===== src/rtl/core/sm3_pkg.sv =====
// sm3 hash engine shared types, constants and word functions
package sm3_pkg;

    typedef logic [31:0] t_word;

    localparam int unsigned BLOCK_WORDS = 16;
    localparam int unsigned ROUNDS      = 64;

    localparam t_word T_LOW       = 32'h79cc4519;
    localparam t_word T_HIGH      = 32'h7a879d8a;
    // round constant of the upper rounds already rotated for round 16
    localparam t_word T_HIGH_R16  = {T_HIGH[15:0], T_HIGH[31:16]};
    localparam logic [7:0] PAD_BYTE = 8'h80;
    localparam t_word PAD_WORD    = {PAD_BYTE, 24'h000000};

    localparam t_word IV [8] = '{
        32'h7380166f, 32'h4914b2b9, 32'h172442d7, 32'hda8a0600,
        32'ha96f30bc, 32'h163138aa, 32'he38dee4d, 32'hb0fb0e4e
    };

    typedef enum logic [1:0] {
        ST_IDLE,
        ST_PAD,
        ST_COMP,
        ST_OUT
    } t_state;

    // controls from the sequencer to the round unit
    typedef struct packed {
        logic load;     // copy chaining value into working registers
        logic step;     // run one round
        logic fold;     // last round: xor result into chaining value
        logic restore;  // back to the initial value
        logic early;    // rounds 0 to 15
        logic t_jump;   // round 15: switch round constant
    } t_rnd_ctl;

    // rotate left by a constant amount of 1 to 31
    function automatic t_word rotl(input t_word x, input int unsigned n);
        rotl = (x << n) | (x >> (32 - n));
    endfunction

    function automatic t_word perm0(input t_word x);
        perm0 = x ^ rotl(x, 9) ^ rotl(x, 17);
    endfunction

    function automatic t_word perm1(input t_word x);
        perm1 = x ^ rotl(x, 15) ^ rotl(x, 23);
    endfunction

    // keep the leading bytes of a short final word and append the pad byte
    function automatic t_word pad_word(input t_word data, input logic [1:0] nb);
        case (nb)
            2'd0:    pad_word = PAD_WORD;
            2'd1:    pad_word = {data[31:24], PAD_BYTE, 16'h0000};
            2'd2:    pad_word = {data[31:16], PAD_BYTE, 8'h00};
            default: pad_word = {data[31:8], PAD_BYTE};
        endcase
    endfunction

endpackage


===== src/rtl/core/sm3_msg_sched.sv =====
// sm3 block buffer that doubles as the sliding message expansion window
module sm3_msg_sched (
    input  logic                i_clk,
    input  logic                i_wr_en,
    input  logic [3:0]          i_wr_pos,
    input  sm3_pkg::t_word      i_wr_data,
    input  logic                i_shift,
    output sm3_pkg::t_word      o_w_j,
    output sm3_pkg::t_word      o_w_j4
);

    sm3_pkg::t_word r_buf [sm3_pkg::BLOCK_WORDS];
    sm3_pkg::t_word w_new;

    // next expanded word from the current window
    always_comb begin
        w_new = sm3_pkg::perm1(r_buf[0] ^ r_buf[7] ^ sm3_pkg::rotl(r_buf[13], 15))
                ^ sm3_pkg::rotl(r_buf[3], 7) ^ r_buf[10];
    end

    // word store while absorbing, window shift while compressing
    always_ff @(posedge i_clk) begin
        if (i_shift) begin
            for (int i = 0; i < sm3_pkg::BLOCK_WORDS - 1; i++) begin
                r_buf[i] <= r_buf[i+1];
            end
            r_buf[sm3_pkg::BLOCK_WORDS-1] <= w_new;
        end else if (i_wr_en) begin
            r_buf[i_wr_pos] <= i_wr_data;
        end
    end

    assign o_w_j  = r_buf[0];
    assign o_w_j4 = r_buf[4];

endmodule


===== src/rtl/core/sm3_round.sv =====
// sm3 compression round unit, one round per cycle, with chaining value
module sm3_round (
    input  logic                i_clk,
    input  logic                i_rst_n,
    input  sm3_pkg::t_rnd_ctl   i_ctl,
    input  sm3_pkg::t_word      i_w_j,
    input  sm3_pkg::t_word      i_w_j4,
    output sm3_pkg::t_word      o_cv [8]
);

    sm3_pkg::t_word r_cv [8];
    sm3_pkg::t_word r_v  [8];
    sm3_pkg::t_word n_v  [8];
    sm3_pkg::t_word r_t;
    sm3_pkg::t_word a12, ss1, ss2, ff, gg, tt1, tt2;

    // one round of the compression function
    always_comb begin
        a12 = sm3_pkg::rotl(r_v[0], 12);
        ss1 = sm3_pkg::rotl(a12 + r_v[4] + r_t, 7);
        ss2 = ss1 ^ a12;
        if (i_ctl.early) begin
            ff = r_v[0] ^ r_v[1] ^ r_v[2];
            gg = r_v[4] ^ r_v[5] ^ r_v[6];
        end else begin
            ff = (r_v[0] & r_v[1]) | (r_v[0] & r_v[2]) | (r_v[1] & r_v[2]);
            gg = (r_v[4] & r_v[5]) | (~r_v[4] & r_v[6]);
        end
        tt1 = ff + r_v[3] + ss2 + (i_w_j ^ i_w_j4);
        tt2 = gg + r_v[7] + ss1 + i_w_j;
        n_v[0] = tt1;
        n_v[1] = r_v[0];
        n_v[2] = sm3_pkg::rotl(r_v[1], 9);
        n_v[3] = r_v[2];
        n_v[4] = sm3_pkg::perm0(tt2);
        n_v[5] = r_v[4];
        n_v[6] = sm3_pkg::rotl(r_v[5], 19);
        n_v[7] = r_v[6];
    end

    // chaining value
    always_ff @(posedge i_clk) begin
        if (!i_rst_n || i_ctl.restore) begin
            r_cv <= sm3_pkg::IV;
        end else if (i_ctl.fold) begin
            for (int i = 0; i < 8; i++) begin
                r_cv[i] <= r_cv[i] ^ n_v[i];
            end
        end
    end

    // working registers and rotated round constant
    always_ff @(posedge i_clk) begin
        if (i_ctl.load) begin
            r_v <= r_cv;
            r_t <= sm3_pkg::T_LOW;
        end else if (i_ctl.step) begin
            r_v <= n_v;
            r_t <= i_ctl.t_jump ? sm3_pkg::T_HIGH_R16 : sm3_pkg::rotl(r_t, 1);
        end
    end

    assign o_cv = r_cv;

endmodule


===== src/rtl/core/sm3_hash_engine.sv =====
// sm3 hash engine top level: word intake, padding sequencer, digest output
//
//  channel  | handshake          | payload
//  ---------+--------------------+-------------------------------------------
//  request  | i_valid / o_stall  | i_data_word, i_final_word, i_final_bytes
//  digest   | o_valid / i_stall  | o_digest_word, o_digest_index, o_digest_last
//
// a plain word is written straight into the block buffer; the 16th word of a block starts its 64 rounds, one per cycle
// a final word is followed by padding words and 1 or 2 blocks of 64 rounds
// the eight digest words leave at one per cycle while i_stall is low
// o_stall stays high from a final word until its last digest word is taken
// synchronous reset loads the initial chaining value and clears position and count
module sm3_hash_engine (
    input  logic        i_clk,
    input  logic        i_rst_n,
    input  logic        i_valid,
    output logic        o_stall,
    input  logic [31:0] i_data_word,
    input  logic        i_final_word,
    input  logic [2:0]  i_final_bytes,
    output logic        o_valid,
    input  logic        i_stall,
    output logic [31:0] o_digest_word,
    output logic [2:0]  o_digest_index,
    output logic        o_digest_last
);

    sm3_pkg::t_state    r_state, n_state;
    sm3_pkg::t_state    r_after, n_after;
    logic [3:0]         r_pos, n_pos;
    logic [63:0]        r_byte_cnt, n_byte_cnt;
    logic [5:0]         r_round, n_round;
    logic [2:0]         r_idx, n_idx;
    logic               r_pad_pend, n_pad_pend;
    logic               r_len_hi, n_len_hi;

    logic               in_acc, out_acc, nb4, is_lo;
    logic [2:0]         nb_add;
    logic               buf_wr;
    sm3_pkg::t_word     buf_data;
    sm3_pkg::t_word     w_j, w_j4;
    sm3_pkg::t_word     w_cv [8];
    sm3_pkg::t_rnd_ctl  ctl;

    assign o_stall = (r_state != sm3_pkg::ST_IDLE);
    assign o_valid = (r_state == sm3_pkg::ST_OUT);
    assign in_acc  = i_valid && !o_stall;
    assign out_acc = o_valid && !i_stall;
    assign nb4     = i_final_bytes[2];
    assign nb_add  = (!i_final_word || nb4) ? 3'd4 : i_final_bytes;
    assign is_lo   = (r_pos == 4'd15) && r_len_hi && !r_pad_pend;

    // sequencer next state and outputs
    always_comb begin
        n_state    = r_state;
        n_after    = r_after;
        n_pos      = r_pos;
        n_byte_cnt = r_byte_cnt;
        n_round    = r_round;
        n_idx      = r_idx;
        n_pad_pend = r_pad_pend;
        n_len_hi   = r_len_hi;
        buf_wr     = 1'b0;
        buf_data   = '0;
        ctl        = '0;
        ctl.early  = (r_round[5:4] == 2'd0);
        ctl.t_jump = (r_round == 6'd15);
        unique case (r_state)
            sm3_pkg::ST_IDLE: begin
                if (in_acc) begin
                    buf_wr     = 1'b1;
                    buf_data   = (!i_final_word || nb4) ? i_data_word
                               : sm3_pkg::pad_word(i_data_word, i_final_bytes[1:0]);
                    n_byte_cnt = r_byte_cnt + 64'(nb_add);
                    n_pos      = r_pos + 4'd1;
                    n_pad_pend = i_final_word && nb4;
                    n_len_hi   = 1'b0;
                    n_after    = i_final_word ? sm3_pkg::ST_PAD : sm3_pkg::ST_IDLE;
                    if (r_pos == 4'd15) begin
                        ctl.load = 1'b1;
                        n_state  = sm3_pkg::ST_COMP;
                    end else begin
                        n_state  = i_final_word ? sm3_pkg::ST_PAD : sm3_pkg::ST_IDLE;
                    end
                end
            end
            sm3_pkg::ST_PAD: begin
                buf_wr = 1'b1;
                n_pos  = r_pos + 4'd1;
                if (r_pad_pend) begin
                    buf_data   = sm3_pkg::PAD_WORD;
                    n_pad_pend = 1'b0;
                end else if (r_pos == 4'd14) begin
                    buf_data = r_byte_cnt[60:29];
                    n_len_hi = 1'b1;
                end else if (is_lo) begin
                    buf_data = {r_byte_cnt[28:0], 3'b000};
                end else begin
                    buf_data = '0;
                end
                if (r_pos == 4'd15) begin
                    ctl.load = 1'b1;
                    n_state  = sm3_pkg::ST_COMP;
                    n_after  = is_lo ? sm3_pkg::ST_OUT : sm3_pkg::ST_PAD;
                end
            end
            sm3_pkg::ST_COMP: begin
                ctl.step = 1'b1;
                n_round  = r_round + 6'd1;
                if (r_round == 6'(sm3_pkg::ROUNDS - 1)) begin
                    ctl.fold = 1'b1;
                    n_state  = r_after;
                end
            end
            sm3_pkg::ST_OUT: begin
                if (out_acc) begin
                    n_idx = r_idx + 3'd1;
                    if (r_idx == 3'd7) begin
                        ctl.restore = 1'b1;
                        n_byte_cnt  = '0;
                        n_state     = sm3_pkg::ST_IDLE;
                    end
                end
            end
            default: n_state = sm3_pkg::ST_IDLE;
        endcase
    end

    // control registers
    always_ff @(posedge i_clk) begin
        if (!i_rst_n) begin
            r_state    <= sm3_pkg::ST_IDLE;
            r_after    <= sm3_pkg::ST_IDLE;
            r_pos      <= '0;
            r_byte_cnt <= '0;
            r_round    <= '0;
            r_idx      <= '0;
            r_pad_pend <= 1'b0;
            r_len_hi   <= 1'b0;
        end else begin
            r_state    <= n_state;
            r_after    <= n_after;
            r_pos      <= n_pos;
            r_byte_cnt <= n_byte_cnt;
            r_round    <= n_round;
            r_idx      <= n_idx;
            r_pad_pend <= n_pad_pend;
            r_len_hi   <= n_len_hi;
        end
    end

    // block buffer and expansion window
    sm3_msg_sched u_sched (
        .i_clk     (i_clk),
        .i_wr_en   (buf_wr),
        .i_wr_pos  (r_pos),
        .i_wr_data (buf_data),
        .i_shift   (ctl.step),
        .o_w_j     (w_j),
        .o_w_j4    (w_j4)
    );

    // shared round unit
    sm3_round u_round (
        .i_clk   (i_clk),
        .i_rst_n (i_rst_n),
        .i_ctl   (ctl),
        .i_w_j   (w_j),
        .i_w_j4  (w_j4),
        .o_cv    (w_cv)
    );

    // digest output
    assign o_digest_word  = w_cv[r_idx];
    assign o_digest_index = r_idx;
    assign o_digest_last  = (r_idx == 3'd7);

endmodule


===== config.mk =====
export PLATFORM = sky130hd
export DESIGN_NAME = sm3_hash_engine
export DESIGN_NICKNAME = d
export VERILOG_FILES = /design/src/rtl/core/sm3_pkg.sv /design/src/rtl/core/sm3_msg_sched.sv /design/src/rtl/core/sm3_round.sv /design/src/rtl/core/sm3_hash_engine.sv
export SDC_FILE = /design/constraint.sdc
export NUM_CORES = 2
export LEC_CHECK = 0
export BUFFER_PORTS_ARGS = -buffer_cell sky130_fd_sc_hd__buf_2
export CAP_MARGIN = 20
export CORE_UTILIZATION = 45
export CTS_BUF_LIST = sky130_fd_sc_hd__clkbuf_4
export CTS_CLUSTER_DIAMETER = 30
export DETAILED_ROUTE_END_ITERATION = 6
export PLACE_DENSITY = 0.56
export SYNTH_ARGS = -nofsm -noshare
export SYNTH_HDL_FRONTEND = slang
export SYNTH_HIERARCHICAL = 1
export SYNTH_SLANG_ARGS = --single-unit

===== constraint.sdc =====
create_clock -name i_clk -period 16.9 [get_ports i_clk]
set_input_delay 5.07 -clock i_clk [delete_from_list [all_inputs] [get_ports i_clk]]
set_output_delay 5.07 -clock i_clk [all_outputs]
set_load 0.01 [all_outputs]

[Word-level counts from Yosys, hierarchy flattened]
Memories as Yosys holds them, arrays and structs flattened.
Cells that the tools add are included.
Word-level totals
  flip-flop bits (word level): 627
  RAM bits: 512
  bits of input ports: 40
  logic and storage cells: 183
  memories kept: 1
Operators by class
  add/sub/neg operators: 12
  magnitude comparators: 1
  equal/unequal tests: 17
  multiplexer cells: 58
  bitwise operators: 43
  reduce and logical (&&, ||, !) cells: 26
Memories
  u_sched.r_buf: words 16, bits a word 32, read ports 16, clocked after memory_dff 0, write ports 16, RTL line sm3_msg_sched.sv:12  | sm3_pkg::t_word r_buf [sm3_pkg::BLOCK_WORDS];
Operators by type and width (number)
  $xor A32 B32 Y32: 22
  $mux W256: 2
  $mux W32: 11
  $add A32 B32 Y32: 8
  $mux W64: 3
  $and A32 B32 Y32: 5
  $pmux W64 S2: 1
  $bmux W32 S3: 1
  $or A32 B32 Y32: 3
  $pmux W32 S3: 1
  $add A64 B3 Y64: 1
  $or A32 B15 Y32: 2
  $or A32 B7 Y32: 2
  $or A32 B9 Y32: 2
  $pmux W32 S2: 1
  $not A32 Y32: 1
  $or A32 B1 Y32: 1
  $or A32 B12 Y32: 1
  $or A32 B17 Y32: 1
  $or A32 B19 Y32: 1
  $or A32 B23 Y32: 1
  $reduce_or A32 Y1: 1
  $mux W2: 10
  $mux W1: 18
  other kinds (28): 57

[Depth between registers and ports, before layout]
  depth in word-level cells: 12
  depth in mapped cells: 31
  mapped depth without buffers: 31

[By module]
The synthesis kept the hierarchy.
By module, submodules not included
  sm3_round: instances 1, cells an instance 3145, area an instance 33228.1 µm², sequential area each 13452.9 µm²
  sm3_msg_sched: instances 1, cells an instance 1346, area an instance 23562.6 µm², sequential area each 15374.7 µm²
  sm3_hash_engine: instances 1, cells an instance 695, area an instance 6452.4 µm², sequential area each 1601.5 µm²

[Worst setup path before layout]
Ideal clock, no wire load.
  path kind: input-to-reg
  start point: input port i_valid
  end point: register u_round.r_v, in the netlist u_round/n_v[0], enable pin
  library setup time: 0.511 ns
  data arrival time: 9.067 ns
  setup slack: 7.321 ns
  stages on the path: 5
  cells stage by stage: nor2_1 -> nor3_1 -> clkbuf_1 -> clkbuf_1 -> or2_2
RTL lines
  start: declaration: RTL line sm3_hash_engine.sv:16  | input logic i_valid,
  end signal: assignment: RTL line sm3_round.sv:55  | r_v <= r_cv;
  end signal: assignment: RTL line sm3_round.sv:58  | r_v <= n_v;
  end: declaration: RTL line sm3_round.sv:12  | sm3_pkg::t_word r_v [8];

[Worst setup path after layout]
  start point: register r_idx[1] (netlist: o_digest_index[1])
  end point: output port o_digest_word[10]
On the way
  longest elaborated chain between the ends: 4
RTL lines
  start: declaration: RTL line sm3_hash_engine.sv:33  | logic [2:0] r_idx, n_idx;
  start signal: assignment: RTL line sm3_hash_engine.sv:146  | r_idx <= n_idx;
  $not A3 Y4 (not written as such): RTL line sm3_hash_engine.sv:174  | assign o_digest_word = w_cv[r_idx];
  $bmux W32 S3: RTL line sm3_hash_engine.sv:174
  $mux W32 (not written as such) (2 in series): RTL line sm3_hash_engine.sv:174
  end: declaration: RTL line sm3_hash_engine.sv:23  | output logic [31:0] o_digest_word,
No other way between the ends. The select of a mux whose other input is x is not followed.

==> PnR_summary.wiki <==
{| class="wikitable"
! Metric !! Value
|-
| Result of the run || complete, but fails checks
|-
| Failing checks || DRC
|-
| Post-synthesis sequential area ratio || 0.481
|-
| Starting density of the core || 0.453
|-
| Ports || 78
|-
| Vias in the first global route || about 42000
|-
| Layout Skew || 0.125 ns
|-
| Hold WC Path Type || register to register
|-
| Largest stage delay, worst path || 0.80 ns
|-
| # DRC || 3
|-
| Total detailed-routing wirelength || around 200 mm
|-
| Total nets after synthesis || 5515
|-
| Final count of pins violating max slew || 0
|-
| Routed wire per std cell || 26.8 microns
|-
| Ordered cell list for the critical path || buf_4 -> mux4_2 -> mux2_2 -> buf_2
|-
| Largest delay share family, worst path || buffers and inverters
|-
| Maximum number of pins on one net before global-route repair || about 150
|-
| Mapped cell area || approximately 63000 sq um
|-
| Fin util || 0.501
|-
| # clock sinks || 1136
|-
| Count of placed standard cells including taps || 6923
|-
| Number of vias after detailed routing || 42800
|-
| Hold bufs inserted after CTS || 0
|-
| Peak clock frequency supported by timing || roughly 110 MHz
|-
| Leading post-synthesis cells by cell area || edfxtp_1 (36%), mux2_2 (13%), dfxtp_1 (12%)
|-
| Area of the core || around 140000 sq um
|-
| Number of CTS-inserted buffers || 350
|-
| Register clock-pin slew on the reported worst setup and hold paths || 0.06 ns
|-
| Maximum Capacitance Violations || 0
|-
| Final worst setup slack || 7.83 ns
|-
| Fraction of final layout cells with drive strength greater than 1 || 0.275
|-
| Antenna-violating nets left || 0
|-
| Post-CTS Resized || 0
|-
| Final setup TNS || 0 ns
|-
| Count of final setup violators || 0
|-
| Critical path capture point type || output port
|-
| Hpwl dp || 145 mm
|-
| Dpl ws || ~8 ns
|-
| Slowest stage cell, crit path || dfxtp_4
|-
| Cell type with the largest total area after synthesis || edfxtp_1
|-
| Clock Tree Buf Depth || 4
|-
| Count of buffers inserted at the top-level ports || between 70 and 80
|-
| Die Outline Area || 142000 sq um
|-
| Wire length of the first global-routing pass || slightly below 300 mm
|-
| Count of warnings emitted by yosys || 6
|-
| Floorplan row count || between 100 and 150
|-
| P_leak || approximately 0.026 uW
|-
| Setup bufs post-CTS || 0
|-
| Crit path arrival time || 4.00 ns
|-
| Post-synthesis area per instance || 12.2 sq um
|-
| Pre-antenna DRT Iters || 7
|-
| Gr ovfl total || 0
|-
| Number of flops mapped to enable cells by yosys || roughly 770
|-
| Unique masters post-synth || 92
|-
| Nets || 5728
|-
| Antenna violations before repair || 5
|-
| RSZ-0062 raised after global routing || no
|-
| Hold Crit Depth || 2
|-
| Number of cells in the finished layout apart from fillers || between 7000 and 8000
|-
| Fillers || 12700
|-
| Number of cell instances on the worst register-to-register path || 24
|-
| Prevailing post-synth register cell || edfxtp_1
|-
| Mapped Cells || roughly 5200
|-
| Power density cells || 152 nW/um^2
|-
| Critical path required time || approximately 12 ns
|-
| Fraction of registers with async set/reset || 0
|-
| Clock period minus worst slack || 9.07 ns
|-
| Slew at the pin closest to its max-slew limit || 1.10 ns
|-
| Flops & latches, synth || roughly 1100
|-
| Final clock period utilization by the worst path || 0.537
|-
| Category of the most critical setup path || register to output port
|-
| Maximum fanout along the worst path || 34
|-
| Area fraction of the dominant cell type after synthesis || 0.365
|-
| CTS tree || built
|-
| Global-route usage over all layers || 0.284
|-
| Width of the chip || 377 microns
|-
| Crit start category || register
|-
| Die extent in y || 377 microns
|-
| Via/cell ratio || about 5.7
|-
| Worst IR Drop VDD || 0.000282 V
|-
| Clk root buf || clkbuf_4
|-
| Buffer and inverter count on the worst path || 2
|-
| Final hold violations || 0
|-
| Worst relative slew slack || 0.265
|-
| Number of H-tree branching levels || 5
|-
| Reg-to-reg slack, setup || 8.13 ns
|-
| Number of gates on the worst path with buffers counted || 4
|-
| Clock Latency Late Sink || 1.31 ns
|-
| Global placer's final weighted congestion || 0.931
|-
| Initial detailed-routing violation count || 3537
|-
| Area growth, synth to finish || 10.5%
|-
| Top post-synthesis cells by count || edfxtp_1 (768), mux2_2 (731), dfxtp_1 (368), nand2_1 (308), xnor2_1 (307)
|-
| Most common cell in the synthesized netlist || edfxtp_1
|}
final cells by class:
cell class,instances,area [sq um],area share
diodes,10,25.0,0.000358
multi-input cells,3546,31000,0.443
repair buffers,129,813,0.0116
inverters,236,886,0.0127
flip-flops and latches,1136,30400,0.436
clock inverters,92,480,0.00688
clock buffers,519,3900,0.0558
well taps,1876,2350,0.0336
per-layer routing:
metal | vias up | track usage | wire [microns] | share of wire
met5 | - | 0 | 19 | 0.000094
met4 | 2 | 0.130 | 8950 | 0.044
met3 | 329 | 0.0428 | 9840 | 0.049
met2 | 1278 | 0.462 | 96800 | 0.48
met1 | 21800 | 0.372 | 86400 | 0.43
li1 | 19400 | - | - | -
power by group:
part	internal, uW	switching (uW)	total, uW
registers	3220	61.9	3280
clock network	1460	1240	2700
logic	1720	2900	4620
total	6400	4200	10600
through the flow:
step	power, uW	hold WS [ns]	instance area, sq um
final	10600	0.488	69900
after global routing	11100	0.515	69900
after CTS	10700	0.486	69800
after detailed placement	7920	0.481	65500
after global placement	7880	0.475	65400
after floorplan	6350	0.453	63200
kinds of logic after synthesis:
kind of cell,Yosys count,share of synthesized area
flip-flops,1136,0.481
AND/OR/NAND/NOR,1056,0.0822
multiplexers,823,0.157
AO/OA/AOI/OAI,766,0.0745
XOR/XNOR,582,0.0894
buffers and inverters,504,0.0310
adder cells (fa/ha/maj),319,0.0844
registers in the layout, indices dropped and copies added (netlist names):
signal and cells:
u_round/r_v 128, r_pos 4, u_round/o_cv 256, u_round/r_t 32, r_byte_cnt 61, r_pad_pend 1, r_round 6, r_len_hi 1
r_after 2, u_round/n_v 128, r_state 2, o_digest_index 3, u_sched/r_buf 512
worst reg2reg max path, stage by stage (launching register included):
cell and delay (ns):
edfxtp_1 0.55, fa_1 0.59, ha_1 0.23, a21o_1 0.21
a311oi_2 0.42, a221oi_2 0.19, a2111oi_4 0.52, o21ai_2 0.18
a221o_2 0.41, a21oi_1 0.18, xnor2_1 0.39, fa_1 0.57
fa_1 0.50, ha_1 0.21, inv_1 0.08, fa_1 0.47
nor2b_2 0.19, o31ai_4 0.08, a21oi_2 0.30, a2111oi_4 0.15
o31ai_1 0.59, a31oi_1 0.20, xnor2_1 0.25, xnor2_1 0.83
o21ai_0 0.16
worst paths after layout:
check,startpoint,end
max reg2reg,u_round/n_v[214]$_DFFE_PP_,u_round/n_v[78]$_DFFE_PP_
max,o_digest_index[1]$_SDFFE_PN0P_,o_digest_word[10]
min reg2reg,u_round/r_t[21]$_SDFFE_PP0P_,u_round/r_t[22]$_SDFFE_PP1P_
min,u_round/r_t[21]$_SDFFE_PP0P_,u_round/r_t[22]$_SDFFE_PP1P_
cells in the final DEF (no fill, tap or decap), drive strengths merged, types with 44 or more instances in the layout:
master / instances
edfxtp: 768
mux2: 732
clkbuf: 519
dfxtp: 368
nand2: 308
xnor2: 307
o21ai: 295
nor2: 277
inv: 237
xor2: 236
a21oi: 216
fa: 189
buf: 129
and3: 112
ha: 100
clkinv: 85
mux4: 64
a21o: 52
nand3b: 49
nand3: 46
nor3: 44
Note: power is estimated with default switching activity, not from simulation.
